File: config.mk
export PLATFORM = sky130hd
export DESIGN_NAME = middle_click_autoscroll_engine_unit_flat
export DESIGN_NICKNAME = d
export VERILOG_FILES = /design/src/hdl/mcae_pkg.sv /design/src/hdl/mcae_in_if.sv /design/src/hdl/mcae_out_if.sv /design/src/hdl/mcae_cfg_if.sv /design/src/hdl/middle_click_autoscroll_engine_unit.sv /design/src/hdl/mcae_cfg_regs.sv /design/src/hdl/mcae_mul.sv /design/src/hdl/mcae_tick.sv /design/src/flat_wrapper.sv
export SDC_FILE = /design/constraint.sdc
export NUM_CORES = 2
export LEC_CHECK = 0
export BUFFER_PORTS_ARGS = -buffer_cell sky130_fd_sc_hd__buf_2
export CORE_UTILIZATION = 35
export CTS_CLUSTER_DIAMETER = 80
export DETAILED_ROUTE_END_ITERATION = 7
export SYNTH_ARGS = -nofsm -noshare
export SYNTH_HDL_FRONTEND = slang
export SYNTH_SLANG_ARGS = --single-unit
File: constraint.sdc
create_clock -name clk -period 11.1 [get_ports clk]
set_clock_uncertainty 0.2 [all_clocks]
set_input_delay 1.665 -clock clk [delete_from_list [all_inputs] [get_ports clk]]
set_output_delay 1.665 -clock clk [all_outputs]
set_load 0.01 [all_outputs]
File: src/hdl/mcae_pkg.sv
// Package with the shared types, codes and constants of the autoscroll engine.
`timescale 1ns / 1ps

package mcae_pkg;

    localparam int FRAC_BITS    = 24;
    localparam int ACC_INT_BITS = 18;
    localparam int ACC_W        = FRAC_BITS + ACC_INT_BITS;
    localparam int STEP_SHIFT   = 32 - FRAC_BITS;
    localparam int INC_W        = 48 - STEP_SHIFT;
    localparam int MUL_A_W      = 32;
    localparam int MUL_B_W      = 16;
    localparam int MUL_P_W      = MUL_A_W + MUL_B_W;
    localparam int CFG_IDX_W    = 3;
    localparam int CFG_DATA_W   = 16;

    typedef enum logic [2:0] {
        KIND_TICK        = 3'd0,
        KIND_MID_PRESS   = 3'd1,
        KIND_MID_RELEASE = 3'd2,
        KIND_WHEEL       = 3'd3,
        KIND_LR_PRESS    = 3'd4,
        KIND_ESCAPE      = 3'd5,
        KIND_TOGGLE      = 3'd6,
        KIND_NONE        = 3'd7
    } kind_t;

    typedef enum logic [CFG_IDX_W-1:0] {
        REG_DEAD_ZONE      = 3'd0,
        REG_LINEAR_GAIN    = 3'd1,
        REG_QUADRATIC_GAIN = 3'd2,
        REG_SPEED_CAP      = 3'd3,
        REG_MAX_STEP       = 3'd4
    } cfg_idx_t;

    typedef enum logic [1:0] {
        SHAPE_NORMAL = 2'd0,
        SHAPE_MIDDLE = 2'd1,
        SHAPE_NORTH  = 2'd2,
        SHAPE_SOUTH  = 2'd3
    } shape_t;

    typedef struct packed {
        logic [9:0]  dead_zone;
        logic [15:0] linear_gain;
        logic [15:0] quadratic_gain;
        logic [15:0] speed_cap;
        logic [15:0] max_step;
    } cfg_t;

    localparam cfg_t CFG_RESET = '{
        dead_zone:      10'd15,
        linear_gain:    16'd2560,
        quadratic_gain: 16'd6554,
        speed_cap:      16'd15000,
        max_step:       16'd6554
    };

    typedef struct packed {
        logic signed [15:0]      anchor_y;
        logic signed [15:0]      pos_y;
        logic [15:0]             elapsed;
        logic signed [ACC_W-1:0] acc;
    } tick_req_t;

    typedef struct packed {
        logic                    dead_hit;
        logic                    go_down;
        logic                    step_valid;
        logic signed [15:0]      delta;
        logic signed [ACC_W-1:0] acc;
    } tick_rsp_t;

endpackage

File: src/hdl/mcae_in_if.sv
// Input channel carrying one pointer or key event word.
`timescale 1ns / 1ps

interface mcae_in_if;
    logic               valid;
    logic               ready;
    logic [2:0]         kind;
    logic signed [15:0] pos_x;
    logic signed [15:0] pos_y;
    logic               over_target;
    logic [15:0]        elapsed;
    logic               target_ok;

    modport source (output valid, kind, pos_x, pos_y, over_target, elapsed, target_ok,
                    input ready);
    modport sink (input valid, kind, pos_x, pos_y, over_target, elapsed, target_ok,
                  output ready);
endinterface

File: src/hdl/mcae_out_if.sv
// Output channel carrying one result word of the autoscroll engine.
`timescale 1ns / 1ps

interface mcae_out_if;
    logic               valid;
    logic               ready;
    logic               wheel_valid;
    logic signed [15:0] wheel_delta;
    logic signed [15:0] wheel_x;
    logic signed [15:0] wheel_y;
    logic [1:0]         cursor_shape;
    logic               scrolling_now;
    logic               enabled_now;
    logic               swallow;

    modport source (output valid, wheel_valid, wheel_delta, wheel_x, wheel_y, cursor_shape,
                    scrolling_now, enabled_now, swallow, input ready);
    modport sink (input valid, wheel_valid, wheel_delta, wheel_x, wheel_y, cursor_shape,
                  scrolling_now, enabled_now, swallow, output ready);
endinterface

File: src/hdl/mcae_cfg_if.sv
// Configuration write channel with register index and data.
`timescale 1ns / 1ps

interface mcae_cfg_if;
    logic                             valid;
    logic                             ready;
    logic [mcae_pkg::CFG_IDX_W-1:0]  index;
    logic [mcae_pkg::CFG_DATA_W-1:0] data;

    modport source (output valid, index, data, input ready);
    modport sink (input valid, index, data, output ready);
endinterface

File: src/hdl/middle_click_autoscroll_engine_unit.sv
// Top level of the middle-click autoscroll engine.
`timescale 1ns / 1ps
// The block takes pointer and key event words on the item channel and gives
// one result word for each of them on the result channel, in order. The cfg
// channel writes the five tuning registers and is always ready; the user
// must write it only while the block is idle, which the block does not enforce.
// An event is taken when item.valid and item.ready are high at a clock edge.
// After that the block is busy until the result word is loaded into the
// output register. A press, release, wheel, escape or toggle event passes
// through the decode and write states before its word is loaded. A tick
// while scrolling runs the speed and step arithmetic through one shared
// multiplier under a small sequencer between those states, and a new tick
// waits for the old word to be loaded. A dead-zone tick ends at the distance step.
// The output register holds a finished word while result.ready is low; the
// block then accepts and works on the next event and waits only when that
// event's word is ready before the previous one has been taken.
// Reset loads the default tuning, enables the feature, stops scrolling,
// clears the accumulator and shows the normal cursor.

module middle_click_autoscroll_engine_unit (
    input  logic       clk,
    input  logic       rst_n,
    mcae_in_if.sink    item,
    mcae_out_if.source result,
    mcae_cfg_if.sink   cfg
);
    import mcae_pkg::*;

    typedef enum logic [1:0] {S_IDLE, S_DECODE, S_TICK, S_WRITE} state_t;

    state_t                  state_reg;
    logic                    enabled_reg;
    logic                    scrolling_reg;
    logic                    dragged_reg;
    logic signed [15:0]      anchor_x_reg;
    logic signed [15:0]      anchor_y_reg;
    logic signed [ACC_W-1:0] acc_reg;
    shape_t                  shape_reg;

    logic [2:0]              kind_reg;
    logic signed [15:0]      pos_x_reg;
    logic signed [15:0]      pos_y_reg;
    logic                    over_reg;
    logic [15:0]             elapsed_reg;
    logic                    ok_reg;

    logic                    pend_wv_reg;
    logic signed [15:0]      pend_delta_reg;
    logic                    pend_swallow_reg;

    logic                    out_valid_reg;
    logic                    out_wv_reg;
    logic signed [15:0]      out_delta_reg;
    logic signed [15:0]      out_x_reg;
    logic signed [15:0]      out_y_reg;
    logic [1:0]              out_shape_reg;
    logic                    out_scroll_reg;
    logic                    out_enabled_reg;
    logic                    out_swallow_reg;

    cfg_t                    cfg_regs;
    tick_req_t               tick_req;
    tick_rsp_t               tick_rsp;
    logic                    tick_start;
    logic                    tick_done;

    mcae_cfg_regs u_cfg (
        .clk   (clk),
        .rst_n (rst_n),
        .cfg   (cfg),
        .regs  (cfg_regs)
    );

    assign tick_start = (state_reg == S_DECODE) && (kind_t'(kind_reg) == KIND_TICK) &&
                        scrolling_reg && enabled_reg && ok_reg;
    assign tick_req   = '{anchor_y: anchor_y_reg, pos_y: pos_y_reg,
                          elapsed: elapsed_reg, acc: acc_reg};

    mcae_tick u_tick (
        .clk   (clk),
        .rst_n (rst_n),
        .start (tick_start),
        .req   (tick_req),
        .cfg   (cfg_regs),
        .done  (tick_done),
        .rsp   (tick_rsp)
    );

    always_ff @(posedge clk or negedge rst_n)
    begin
        if (!rst_n)
        begin
            state_reg        <= S_IDLE;
            enabled_reg      <= 1'b1;
            scrolling_reg    <= 1'b0;
            dragged_reg      <= 1'b0;
            anchor_x_reg     <= '0;
            anchor_y_reg     <= '0;
            acc_reg          <= '0;
            shape_reg        <= SHAPE_NORMAL;
            kind_reg         <= '0;
            pos_x_reg        <= '0;
            pos_y_reg        <= '0;
            over_reg         <= 1'b0;
            elapsed_reg      <= '0;
            ok_reg           <= 1'b0;
            pend_wv_reg      <= 1'b0;
            pend_delta_reg   <= '0;
            pend_swallow_reg <= 1'b0;
            out_valid_reg    <= 1'b0;
            out_wv_reg       <= 1'b0;
            out_delta_reg    <= '0;
            out_x_reg        <= '0;
            out_y_reg        <= '0;
            out_shape_reg    <= '0;
            out_scroll_reg   <= 1'b0;
            out_enabled_reg  <= 1'b0;
            out_swallow_reg  <= 1'b0;
        end
        else
        begin
            if (out_valid_reg && result.ready)
            begin
                out_valid_reg <= 1'b0;
            end

            unique case (state_reg)
                S_IDLE:
                begin
                    if (item.valid)
                    begin
                        kind_reg    <= item.kind;
                        pos_x_reg   <= item.pos_x;
                        pos_y_reg   <= item.pos_y;
                        over_reg    <= item.over_target;
                        elapsed_reg <= item.elapsed;
                        ok_reg      <= item.target_ok;
                        state_reg   <= S_DECODE;
                    end
                end
                S_DECODE:
                begin
                    pend_wv_reg      <= 1'b0;
                    pend_delta_reg   <= '0;
                    pend_swallow_reg <= 1'b0;
                    state_reg        <= S_WRITE;
                    unique case (kind_t'(kind_reg))
                        KIND_TICK:
                        begin
                            if (scrolling_reg && enabled_reg)
                            begin
                                if (ok_reg)
                                begin
                                    state_reg <= S_TICK;
                                end
                                else
                                begin
                                    scrolling_reg <= 1'b0;
                                    acc_reg       <= '0;
                                    shape_reg     <= SHAPE_NORMAL;
                                end
                            end
                        end
                        KIND_MID_PRESS:
                        begin
                            if (enabled_reg && over_reg)
                            begin
                                if (scrolling_reg)
                                begin
                                    scrolling_reg <= 1'b0;
                                    shape_reg     <= SHAPE_NORMAL;
                                end
                                else
                                begin
                                    anchor_x_reg  <= pos_x_reg;
                                    anchor_y_reg  <= pos_y_reg;
                                    dragged_reg   <= 1'b0;
                                    scrolling_reg <= 1'b1;
                                    shape_reg     <= SHAPE_MIDDLE;
                                end
                                acc_reg          <= '0;
                                pend_swallow_reg <= 1'b1;
                            end
                        end
                        KIND_MID_RELEASE:
                        begin
                            if (enabled_reg && scrolling_reg)
                            begin
                                if (dragged_reg)
                                begin
                                    scrolling_reg <= 1'b0;
                                    acc_reg       <= '0;
                                    shape_reg     <= SHAPE_NORMAL;
                                end
                                pend_swallow_reg <= 1'b1;
                            end
                        end
                        KIND_WHEEL:
                        begin
                            pend_swallow_reg <= enabled_reg && scrolling_reg;
                        end
                        KIND_LR_PRESS:
                        begin
                            if (enabled_reg && scrolling_reg)
                            begin
                                scrolling_reg <= 1'b0;
                                acc_reg       <= '0;
                                shape_reg     <= SHAPE_NORMAL;
                            end
                        end
                        KIND_ESCAPE:
                        begin
                            if (scrolling_reg)
                            begin
                                scrolling_reg    <= 1'b0;
                                acc_reg          <= '0;
                                shape_reg        <= SHAPE_NORMAL;
                                pend_swallow_reg <= 1'b1;
                            end
                        end
                        KIND_TOGGLE:
                        begin
                            if (over_reg)
                            begin
                                enabled_reg <= !enabled_reg;
                                if (enabled_reg && scrolling_reg)
                                begin
                                    scrolling_reg <= 1'b0;
                                    acc_reg       <= '0;
                                    shape_reg     <= SHAPE_NORMAL;
                                end
                                pend_swallow_reg <= 1'b1;
                            end
                        end
                        default:
                        begin
                            pend_swallow_reg <= 1'b0;
                        end
                    endcase
                end
                S_TICK:
                begin
                    if (tick_done)
                    begin
                        if (tick_rsp.dead_hit)
                        begin
                            shape_reg <= SHAPE_MIDDLE;
                            acc_reg   <= '0;
                        end
                        else
                        begin
                            dragged_reg    <= 1'b1;
                            shape_reg      <= tick_rsp.go_down ? SHAPE_SOUTH : SHAPE_NORTH;
                            acc_reg        <= tick_rsp.acc;
                            pend_wv_reg    <= tick_rsp.step_valid;
                            pend_delta_reg <= tick_rsp.step_valid ? tick_rsp.delta : 16'sd0;
                        end
                        state_reg <= S_WRITE;
                    end
                end
                S_WRITE:
                begin
                    if (!out_valid_reg || result.ready)
                    begin
                        out_valid_reg   <= 1'b1;
                        out_wv_reg      <= pend_wv_reg;
                        out_delta_reg   <= pend_delta_reg;
                        out_x_reg       <= pend_wv_reg ? anchor_x_reg : 16'sd0;
                        out_y_reg       <= pend_wv_reg ? anchor_y_reg : 16'sd0;
                        out_shape_reg   <= shape_reg;
                        out_scroll_reg  <= scrolling_reg;
                        out_enabled_reg <= enabled_reg;
                        out_swallow_reg <= pend_swallow_reg;
                        state_reg       <= S_IDLE;
                    end
                end
                default:
                begin
                    state_reg <= S_IDLE;
                end
            endcase
        end
    end

    assign item.ready           = (state_reg == S_IDLE);
    assign result.valid         = out_valid_reg;
    assign result.wheel_valid   = out_wv_reg;
    assign result.wheel_delta   = out_delta_reg;
    assign result.wheel_x       = out_x_reg;
    assign result.wheel_y       = out_y_reg;
    assign result.cursor_shape  = out_shape_reg;
    assign result.scrolling_now = out_scroll_reg;
    assign result.enabled_now   = out_enabled_reg;
    assign result.swallow       = out_swallow_reg;

endmodule

File: src/hdl/mcae_cfg_regs.sv
// Configuration register file of the autoscroll engine.
`timescale 1ns / 1ps

module mcae_cfg_regs (
    input  logic           clk,
    input  logic           rst_n,
    mcae_cfg_if.sink       cfg,
    output mcae_pkg::cfg_t regs
);
    import mcae_pkg::*;

    cfg_t cfg_reg;

    assign cfg.ready = 1'b1;
    assign regs      = cfg_reg;

    always_ff @(posedge clk or negedge rst_n)
    begin
        if (!rst_n)
        begin
            cfg_reg <= CFG_RESET;
        end
        else if (cfg.valid && cfg.ready)
        begin
            unique case (cfg_idx_t'(cfg.index))
                REG_DEAD_ZONE:      cfg_reg.dead_zone      <= cfg.data[9:0];
                REG_LINEAR_GAIN:    cfg_reg.linear_gain    <= cfg.data;
                REG_QUADRATIC_GAIN: cfg_reg.quadratic_gain <= cfg.data;
                REG_SPEED_CAP:      cfg_reg.speed_cap      <= cfg.data;
                REG_MAX_STEP:       cfg_reg.max_step       <= cfg.data;
                default:            cfg_reg <= cfg_reg;
            endcase
        end
    end

endmodule

File: src/hdl/mcae_mul.sv
// Shared unsigned 32 by 16 bit multiplier of the speed and step arithmetic.
`timescale 1ns / 1ps

module mcae_mul (
    input  logic [mcae_pkg::MUL_A_W-1:0] a,
    input  logic [mcae_pkg::MUL_B_W-1:0] b,
    output logic [mcae_pkg::MUL_P_W-1:0] p
);
    import mcae_pkg::*;

    assign p = {{MUL_B_W{1'b0}}, a} * {{MUL_A_W{1'b0}}, b};

endmodule

File: src/hdl/mcae_tick.sv
// Tick sequencer: speed, step and accumulator update through the shared multiplier.
`timescale 1ns / 1ps

module mcae_tick (
    input  logic                clk,
    input  logic                rst_n,
    input  logic                start,
    input  mcae_pkg::tick_req_t req,
    input  mcae_pkg::cfg_t      cfg,
    output logic                done,
    output mcae_pkg::tick_rsp_t rsp
);
    import mcae_pkg::*;

    typedef enum logic [3:0] {
        T_IDLE, T_DIST, T_LIN, T_SQ, T_QUAD, T_CAP, T_STEP, T_ACC, T_WHEEL, T_SUB
    } tstate_t;

    tstate_t                 state_reg;
    tick_req_t               req_reg;
    logic [15:0]             e_reg;
    logic                    neg_reg;
    logic [15:0]             dt_reg;
    logic [31:0]             lin_reg;
    logic [31:0]             sq_reg;
    logic [48:0]             speed_reg;
    logic [31:0]             spd_reg;
    logic [INC_W-1:0]        inc_reg;
    logic signed [ACC_W-1:0] acc_reg;
    logic signed [15:0]      w_reg;
    logic                    wv_reg;
    logic                    done_reg;
    tick_rsp_t               rsp_reg;

    logic signed [16:0]      dy;
    logic [16:0]             abs_dy;
    logic                    dead_hit;
    logic [15:0]             e_val;
    logic [15:0]             dt_val;
    logic [MUL_A_W-1:0]      mul_a;
    logic [MUL_B_W-1:0]      mul_b;
    logic [MUL_P_W-1:0]      prod;
    logic [48:0]             speed_sum;
    logic [31:0]             cap;
    logic [31:0]             spd_val;
    logic signed [ACC_W:0]   acc_sum;
    logic signed [ACC_W-1:0] acc_sat;
    logic [ACC_W-1:0]        mag;
    logic [ACC_INT_BITS-1:0] wmag;
    logic signed [15:0]      w_val;
    logic signed [ACC_W-1:0] acc_left;

    mcae_mul u_mul (
        .a (mul_a),
        .b (mul_b),
        .p (prod)
    );

    always_comb
    begin
        dy       = {req_reg.anchor_y[15], req_reg.anchor_y} - {req_reg.pos_y[15], req_reg.pos_y};
        abs_dy   = dy[16] ? 17'(-dy) : 17'(dy);
        dead_hit = abs_dy <= {7'b0, cfg.dead_zone};
        e_val    = 16'(abs_dy - {7'b0, cfg.dead_zone});
        dt_val   = (req_reg.elapsed < cfg.max_step) ? req_reg.elapsed : cfg.max_step;

        case (state_reg)
            T_LIN:
            begin
                mul_a = {16'b0, e_reg};
                mul_b = cfg.linear_gain;
            end
            T_SQ:
            begin
                mul_a = {16'b0, e_reg};
                mul_b = e_reg;
            end
            T_QUAD:
            begin
                mul_a = sq_reg;
                mul_b = cfg.quadratic_gain;
            end
            T_STEP:
            begin
                mul_a = spd_reg;
                mul_b = dt_reg;
            end
            default:
            begin
                mul_a = '0;
                mul_b = '0;
            end
        endcase

        speed_sum = {9'b0, lin_reg, 8'b0} + {1'b0, prod};
        cap       = {cfg.speed_cap, 16'b0};
        spd_val   = (speed_reg > {17'b0, cap}) ? cap : speed_reg[31:0];

        if (neg_reg)
        begin
            acc_sum = {acc_reg[ACC_W-1], acc_reg} - $signed({{(ACC_W+1-INC_W){1'b0}}, inc_reg});
        end
        else
        begin
            acc_sum = {acc_reg[ACC_W-1], acc_reg} + $signed({{(ACC_W+1-INC_W){1'b0}}, inc_reg});
        end
        if (acc_sum[ACC_W] != acc_sum[ACC_W-1])
        begin
            acc_sat = acc_sum[ACC_W] ? {1'b1, {(ACC_W-1){1'b0}}} : {1'b0, {(ACC_W-1){1'b1}}};
        end
        else
        begin
            acc_sat = acc_sum[ACC_W-1:0];
        end

        mag  = acc_reg[ACC_W-1] ? ACC_W'(-acc_reg) : ACC_W'(acc_reg);
        wmag = mag[ACC_W-1:FRAC_BITS];
        if (wmag[ACC_INT_BITS-1:15] != '0)
        begin
            w_val = acc_reg[ACC_W-1] ? 16'sh8000 : 16'sh7fff;
        end
        else
        begin
            w_val = acc_reg[ACC_W-1] ? 16'(-wmag[15:0]) : 16'(wmag[15:0]);
        end

        acc_left = acc_reg - {{(ACC_INT_BITS-16){w_reg[15]}}, w_reg, {FRAC_BITS{1'b0}}};
    end

    always_ff @(posedge clk or negedge rst_n)
    begin
        if (!rst_n)
        begin
            state_reg <= T_IDLE;
            req_reg   <= '0;
            e_reg     <= '0;
            neg_reg   <= 1'b0;
            dt_reg    <= '0;
            lin_reg   <= '0;
            sq_reg    <= '0;
            speed_reg <= '0;
            spd_reg   <= '0;
            inc_reg   <= '0;
            acc_reg   <= '0;
            w_reg     <= '0;
            wv_reg    <= 1'b0;
            done_reg  <= 1'b0;
            rsp_reg   <= '0;
        end
        else
        begin
            done_reg <= 1'b0;
            unique case (state_reg)
                T_IDLE:
                begin
                    if (start)
                    begin
                        req_reg   <= req;
                        acc_reg   <= req.acc;
                        state_reg <= T_DIST;
                    end
                end
                T_DIST:
                begin
                    e_reg   <= e_val;
                    neg_reg <= dy[16];
                    dt_reg  <= dt_val;
                    if (dead_hit)
                    begin
                        rsp_reg   <= '{dead_hit: 1'b1, go_down: 1'b0, step_valid: 1'b0,
                                       delta: '0, acc: '0};
                        done_reg  <= 1'b1;
                        state_reg <= T_IDLE;
                    end
                    else
                    begin
                        state_reg <= T_LIN;
                    end
                end
                T_LIN:
                begin
                    lin_reg   <= prod[31:0];
                    state_reg <= T_SQ;
                end
                T_SQ:
                begin
                    sq_reg    <= prod[31:0];
                    state_reg <= T_QUAD;
                end
                T_QUAD:
                begin
                    speed_reg <= speed_sum;
                    state_reg <= T_CAP;
                end
                T_CAP:
                begin
                    spd_reg   <= spd_val;
                    state_reg <= T_STEP;
                end
                T_STEP:
                begin
                    inc_reg   <= prod[MUL_P_W-1:STEP_SHIFT];
                    state_reg <= T_ACC;
                end
                T_ACC:
                begin
                    acc_reg   <= acc_sat;
                    state_reg <= T_WHEEL;
                end
                T_WHEEL:
                begin
                    w_reg     <= w_val;
                    wv_reg    <= wmag != '0;
                    state_reg <= T_SUB;
                end
                T_SUB:
                begin
                    rsp_reg   <= '{dead_hit: 1'b0, go_down: neg_reg, step_valid: wv_reg,
                                   delta: w_reg, acc: acc_left};
                    done_reg  <= 1'b1;
                    state_reg <= T_IDLE;
                end
                default:
                begin
                    state_reg <= T_IDLE;
                end
            endcase
        end
    end

    assign done = done_reg;
    assign rsp  = rsp_reg;

endmodule

File: src/flat_wrapper.sv
// flat-port wrapper written by rule: the top's interface ports become plain ports
module middle_click_autoscroll_engine_unit_flat import mcae_pkg::*;
  (clk, rst_n, item_valid, item_kind, item_pos_x, item_pos_y, item_over_target, item_elapsed, item_target_ok, item_ready, result_valid, result_wheel_valid, result_wheel_delta, result_wheel_x, result_wheel_y, result_cursor_shape, result_scrolling_now, result_enabled_now, result_swallow, result_ready, cfg_valid, cfg_index, cfg_data, cfg_ready);
  mcae_in_if item_i ();
  mcae_out_if result_i ();
  mcae_cfg_if cfg_i ();
  input  logic clk;
  input  logic rst_n;
  input wire logic [$bits(item_i.valid)-1:0] item_valid;
  input wire logic [$bits(item_i.kind)-1:0] item_kind;
  input wire logic [$bits(item_i.pos_x)-1:0] item_pos_x;
  input wire logic [$bits(item_i.pos_y)-1:0] item_pos_y;
  input wire logic [$bits(item_i.over_target)-1:0] item_over_target;
  input wire logic [$bits(item_i.elapsed)-1:0] item_elapsed;
  input wire logic [$bits(item_i.target_ok)-1:0] item_target_ok;
  output wire logic [$bits(item_i.ready)-1:0] item_ready;
  output wire logic [$bits(result_i.valid)-1:0] result_valid;
  output wire logic [$bits(result_i.wheel_valid)-1:0] result_wheel_valid;
  output wire logic [$bits(result_i.wheel_delta)-1:0] result_wheel_delta;
  output wire logic [$bits(result_i.wheel_x)-1:0] result_wheel_x;
  output wire logic [$bits(result_i.wheel_y)-1:0] result_wheel_y;
  output wire logic [$bits(result_i.cursor_shape)-1:0] result_cursor_shape;
  output wire logic [$bits(result_i.scrolling_now)-1:0] result_scrolling_now;
  output wire logic [$bits(result_i.enabled_now)-1:0] result_enabled_now;
  output wire logic [$bits(result_i.swallow)-1:0] result_swallow;
  input wire logic [$bits(result_i.ready)-1:0] result_ready;
  input wire logic [$bits(cfg_i.valid)-1:0] cfg_valid;
  input wire logic [$bits(cfg_i.index)-1:0] cfg_index;
  input wire logic [$bits(cfg_i.data)-1:0] cfg_data;
  output wire logic [$bits(cfg_i.ready)-1:0] cfg_ready;
  assign item_i.valid = item_valid;
  assign item_i.kind = item_kind;
  assign item_i.pos_x = item_pos_x;
  assign item_i.pos_y = item_pos_y;
  assign item_i.over_target = item_over_target;
  assign item_i.elapsed = item_elapsed;
  assign item_i.target_ok = item_target_ok;
  assign item_ready = item_i.ready;
  assign result_valid = result_i.valid;
  assign result_wheel_valid = result_i.wheel_valid;
  assign result_wheel_delta = result_i.wheel_delta;
  assign result_wheel_x = result_i.wheel_x;
  assign result_wheel_y = result_i.wheel_y;
  assign result_cursor_shape = result_i.cursor_shape;
  assign result_scrolling_now = result_i.scrolling_now;
  assign result_enabled_now = result_i.enabled_now;
  assign result_swallow = result_i.swallow;
  assign result_i.ready = result_ready;
  assign cfg_i.valid = cfg_valid;
  assign cfg_i.index = cfg_index;
  assign cfg_i.data = cfg_data;
  assign cfg_ready = cfg_i.ready;
  middle_click_autoscroll_engine_unit u_core (.clk(clk), .rst_n(rst_n), .item(item_i), .result(result_i), .cfg(cfg_i));
endmodule
# == After elaboration in Yosys (flattened, before gate mapping) ==
# Cells that the tools add are included.
# word_totals
register_bits,672
latchBits,0
ramBits,0
romBits,0
in_bits,77
mem_count,0
# op_classes
addsub,9
n_mul,1
div,0
order_cmp,3
n_eq_ne,46
shifts,0
muxes,86
bitwise_logic,1
reduce_logical,38
# ops
op,count
two-way mux 42 bit,14
one-hot mux 42 bit (6 select lines),1
one-hot mux 42 bit (2 select lines),2
two-way mux 16 bit,9
one-hot mux 61 bit (2 select lines),1
one-hot mux 32 bit (3 select lines),1
one-hot mux 16 bit (4 select lines),1
two-way mux 61 bit,1
adder 40 x 48 -> 49 bit,1
greater-than comparator 49 x 32 -> 1 bit,1
multiplier 32 x 16 -> 48 bit,1
adder 42 x 41 -> 43 bit,1
two-way mux 43 bit,1
subtractor 42 x 41 -> 43 bit,1
negation 42 bit,1
subtractor 42 bit,1
one-hot mux 4 bit (9 select lines),1
two-way mux 2 bit,16
two-way mux 32 bit,1
one-hot mux 16 bit (2 select lines),1
two-way mux 1 bit,26
AND reduction 2 bit,10
"!= test 2 bit, second input constant",9
nonzero test 18 bit,1
44 further kinds,81

# == Logic depth before layout (Yosys ltp) ==
# logic_depth
ltp_word,7
ltp_mapped,44

# == By module ==
# From an unflattened synthesis, not the netlist that was laid out.
# unflattened
hier_cells,5641
area_unflattened_um2,53223.5
# modules_own_cells
mod,instances,cells_each,area_each_um2
mcae_tick,1,2904,25328.0
mcae_mul,1,1914,16305.6
middle_click_autoscroll_engine_unit,1,660,8580.7
mcae_cfg_regs,1,163,3009.1

# == Least setup slack after synthesis ==
# Ideal clock, no wire load.
# synth_path
kind,register to register
from,register u_core.u_tick.state_reg[3]
to,register u_core.u_tick.speed_reg[45]
setup_time_ns,0.136
arrival_ns,9.663
required_time_ns,10.764
slack_ns,1.102
stages_incl_launch_ff,39
n_path_buf,4
synth_period_minus_slack_ns,9.998
cell_sequence,dfrtp_1 clkbuf_1 nand2b_1 nor3_1 clkbuf_1 clkbuf_1 nand2_1 nand4_1 clkbuf_1 nand2_1 fa_1 fa_1 fa_1 fa_1 inv_1 fa_1 inv_1 fa_1 [... 3 more ...] a22o_1 a21oi_1 o21a_1 o21bai_1 o21ai_0 xor2_1 inv_1 ha_1 and3_1 nor4b_1 nand3_1 o211ai_1 a31oi_1 o31ai_1 a211oi_1 nor4_1 xor2_1 o21ai_0
# synth_between
elab_chain_len,5
# synth_rtl
item,line_no,source
"start, declared",mcae_tick.sv:19,tstate_t state_reg;
"start signal, assigned",mcae_tick.sv:134,state_reg <= T_IDLE;
"start signal, assigned",mcae_tick.sv:160,state_reg <= T_DIST;
"start signal, assigned",mcae_tick.sv:173,state_reg <= T_IDLE;
== test 4 x 2 -> 1 bit,mcae_tick.sv:67,case (state_reg)
OR reduction 2 bit (no source line),n/a,
one-hot mux 32 bit (3 select lines),mcae_tick.sv:67,
multiplier 32 x 16 -> 48 bit *,mcae_mul.sv:11,"assign p = {{MUL_B_W{1'b0}}, a} * {{MUL_A_W{1'b0}}, b};"
via u_core.u_tick.prod[27],mcae_tick.sv:42,logic [MUL_P_W-1:0] prod;
adder 40 x 48 -> 49 bit *,mcae_tick.sv:95,"speed_sum = {9'b0, lin_reg, 8'b0} + {1'b0, prod};"
"end signal, assigned",mcae_tick.sv:192,speed_reg <= speed_sum;
"end, declared",mcae_tick.sv:26,logic [48:0] speed_reg;
# The timed path passes the listed nets; every way through them passes the cells marked *.
# A chain may end at the register's enable or synchronous reset.

# == Worst setup path in the final report ==
# layout_path
from,register u_core.u_tick.state_reg[2]
to,register u_core.u_tick.speed_reg[44]
# Same word-level chain as after synthesis.

==> run metrics <==
fin nets=~6500; DR vias=between 40000 and 50000; GR Util All Layers=between 20% and 30%; Power Density=roughly 120 nW/um^2; Inserted Clock Buffers=75; Req. time, crit path=~11 ns; min Tclk post-route=about 11 ns; VDD IR-drop max=0.139 mV; share of layout cells above drive strength 1=~12%; most used cell, CP=fa_1; Setup-failing EPs final=0; # DRC=0; crit path max-delay cell type=a2111oi_1; core area=between 100000 and 150000 sq um; PortBufs=between 100 and 150; CP Data Arrival Time=11.11 ns; DIE AREA=between 150000 and 200000 sq um; initial antenna violation count=1; ys async rst share=between 90% and 100%; Hold Path Class=reg2reg; vias in the first global route=around 41000; Die Height=387 um; P_leak=27.8 nW; Max Slew Vio Count=0; DPL Wire Length=roughly 120000 um; gpl congestion=a little under 1; first-pass GRT wire length=~240000 um; Max-slew headroom=between 20% and 30%; Net Count, Synth=between 6000 and 7000; YS warnings=0; fill count=14800; WHS=0.277 ns; Worst Setup Path Type=reg2reg; area growth from synthesis to layout=11.2%; CTS tree=built; Longest Clk Path Bufs=3; Largest register FFs=74; reg-to-reg slack, setup=between 0.2 and 0.3 ns; starting density of the core=35.2%; maximum clock frequency=92.3 MHz; Fin. Hold Viols=0; DP Worst Slack=just under 0.3 ns; Syn Inst Count=about 5700; # rows=around 140; most frequent cells in the layout=nand2_1 (1006), dfrtp_1 (644), inv_1 (616); DR WL/cell=a little over 20 um; first-pass detailed-route iteration total=6; clk sinks=between 600 and 700; number of max-cap violations=0; critical path fanouts, max=12; Crit. End Element=register; Reg clk slew, reported paths=0.07 ns; Final period util=97.6%; H-tree Lvls=3; Routed Antenna Nets=0; most common cell after layout, fill and taps aside=nand2_1; Worst Setup Start Kind=register; clk_lat worst skew=0.65 ns; root buf cell=clkbuf_16; Yosys reg bits=672; Post-synth EDFFs=0; Yosys cell types=90; hold_buf cts=0; Post-Syn Area=between 50000 and 60000 sq um; worst-margin pin slew=1.12 ns; Final Worst Setup Slack=0.268 ns; number of diodes=0; Layout Utilization=a little under 40%; average cell area after synthesis=between 9 and 10 sq um; ys flop type=dfrtp_1; vias per inst=between 5 and 6; Routed WL=155000 um; number of DRC markers in iteration 0=approximately 2800; outcome=complete, no violations; sequential share of the synthesized area=between 30% and 40%; Largest stage delay, worst path=between 0.7 and 0.8 ns; total negative slack=0 ns; Die Wd=between 300 and 400 um; largest net degree at the start of global routing=171; IO Pins=around 130; grt ovf=0
cells in the mapped netlist, types with 15 or more instances:
master,instances,area share (%)
nand2_1,1022,7.4
dfrtp_1,644,31
inv_1,616,4.4
fa_1,423,16
o21ai_0,349,3.4
nor2_1,347,2.5
ha_1,275,6.6
clkbuf_1,250,1.8
a21oi_1,218,2.1
mux2_2,214,4.6
xnor2_1,130,2.2
a21o_1,90,1.3
o22ai_1,90,1.1
a22o_1,75,1.3
mux2i_1,71,1.4
xor2_1,69,1.2
nor3_1,51,0.49
nand3_1,47,0.45
nand4_1,45,0.54
a22oi_1,38,0.55
and2_1,35,0.42
nor4_1,35,0.42
nor2b_1,34,0.41
o21ai_1,33,0.32
o21a_1,30,0.43
nand2b_1,29,0.35
dfstp_2,28,1.4
o21bai_1,28,0.40
and3_1,26,0.31
a211oi_1,25,0.36
o31ai_1,21,0.30
a31oi_1,19,0.23
o211ai_1,19,0.27
buf_1,18,0.13
or3_1,18,0.22
o221a_2,16,0.35
and4_1,15,0.25
path summary, 6_finish.rpt:
| check | start | end | depth (start not counted) |
|---|---|---|---|
| max in group asynchronous | rst_n | u_core.u_tick.w_reg[15] | 3 |
| min in group asynchronous | rst_n | u_core.elapsed_reg[6] | 1 |
| hold / removal | u_core.result.wheel_x[7] | u_core.result.wheel_x[7] | 2 |
| setup / recovery | u_core.u_tick.state_reg[2] | u_core.u_tick.speed_reg[44] | 32 |
| setup reg to reg | u_core.u_tick.state_reg[2] | u_core.u_tick.speed_reg[44] | 32 |
| hold reg to reg | u_core.result.wheel_x[7] | u_core.result.wheel_x[7] | 2 |
report_power, final:
part / internal [mW] / total [mW] / leakage [nW] / switching (mW)
combinational: 0.481 / 1.17 / 17.5 / 0.693
sequential: 2.68 / 2.88 / 9.07 / 0.199
clock: 1.54 / 2.63 / 1.28 / 1.10
per-stage QoR:
stage	instance area, sq um	instances	total power, mW
floorplan	52000	5663	3.69
global placement	55000	7558	4.07
detailed placement	55000	7558	4.10
CTS	57600	7691	6.75
global route	57800	7701	7.00
finish	57800	7701	6.69
final cells by class:
class	count	area, sq um	share of cell area [%]
Sequential cell	672	16900	29.2
Clock buffer	108	2190	3.79
Multi-Input combinational cell	4091	31900	55.1
Clock inverter	25	449	0.777
Inverter	616	2310	4.00
Timing Repair Buffer	259	1720	2.97
Tap cell	1930	2410	4.18
timing repair:
item | in CTS | in global routing
gates resized for setup | 0 | 31
setup buffers | 0 | 10
endpoints found under the setup margin | 0 | 12
cells by family after synthesis:
group / after synthesis / synth area share (%)
compound gates: 1142 / 14.0
xor+xnor: 199 / 3.35
fa+ha+maj: 698 / 22.9
buf+inv: 900 / 6.58
flops: 672 / 32.4
mux: 285 / 6.00
other cells: 1 / 0.00721
simple gates: 1766 / 14.8
worst max-delay path, delay by kind of cell (launching register included):
family | cells | cell delay (ns)
buffers and inverters | 6 | 1.08
and+or+nand+nor | 10 | 2.34
DFF | 1 | 0.56
xor gates and xnor gates | 2 | 0.40
adders and majority gates | 8 | 3.90
AOI/OAI and AO/OA | 6 | 2.16
routing by layer:
metal | vias to the layer above | routed length, um | GRT usage [%]
met1 | 20600 | 69700 | 28.5
met2 | 1094 | 72000 | 33.2
li1 | 19000 | - | -
met3 | 227 | 8950 | 3.06
met4 | 0 | 4820 | 6.53
met5 | - | 0 | 0
No activity file was read; power rests on OpenSTA's default activity.
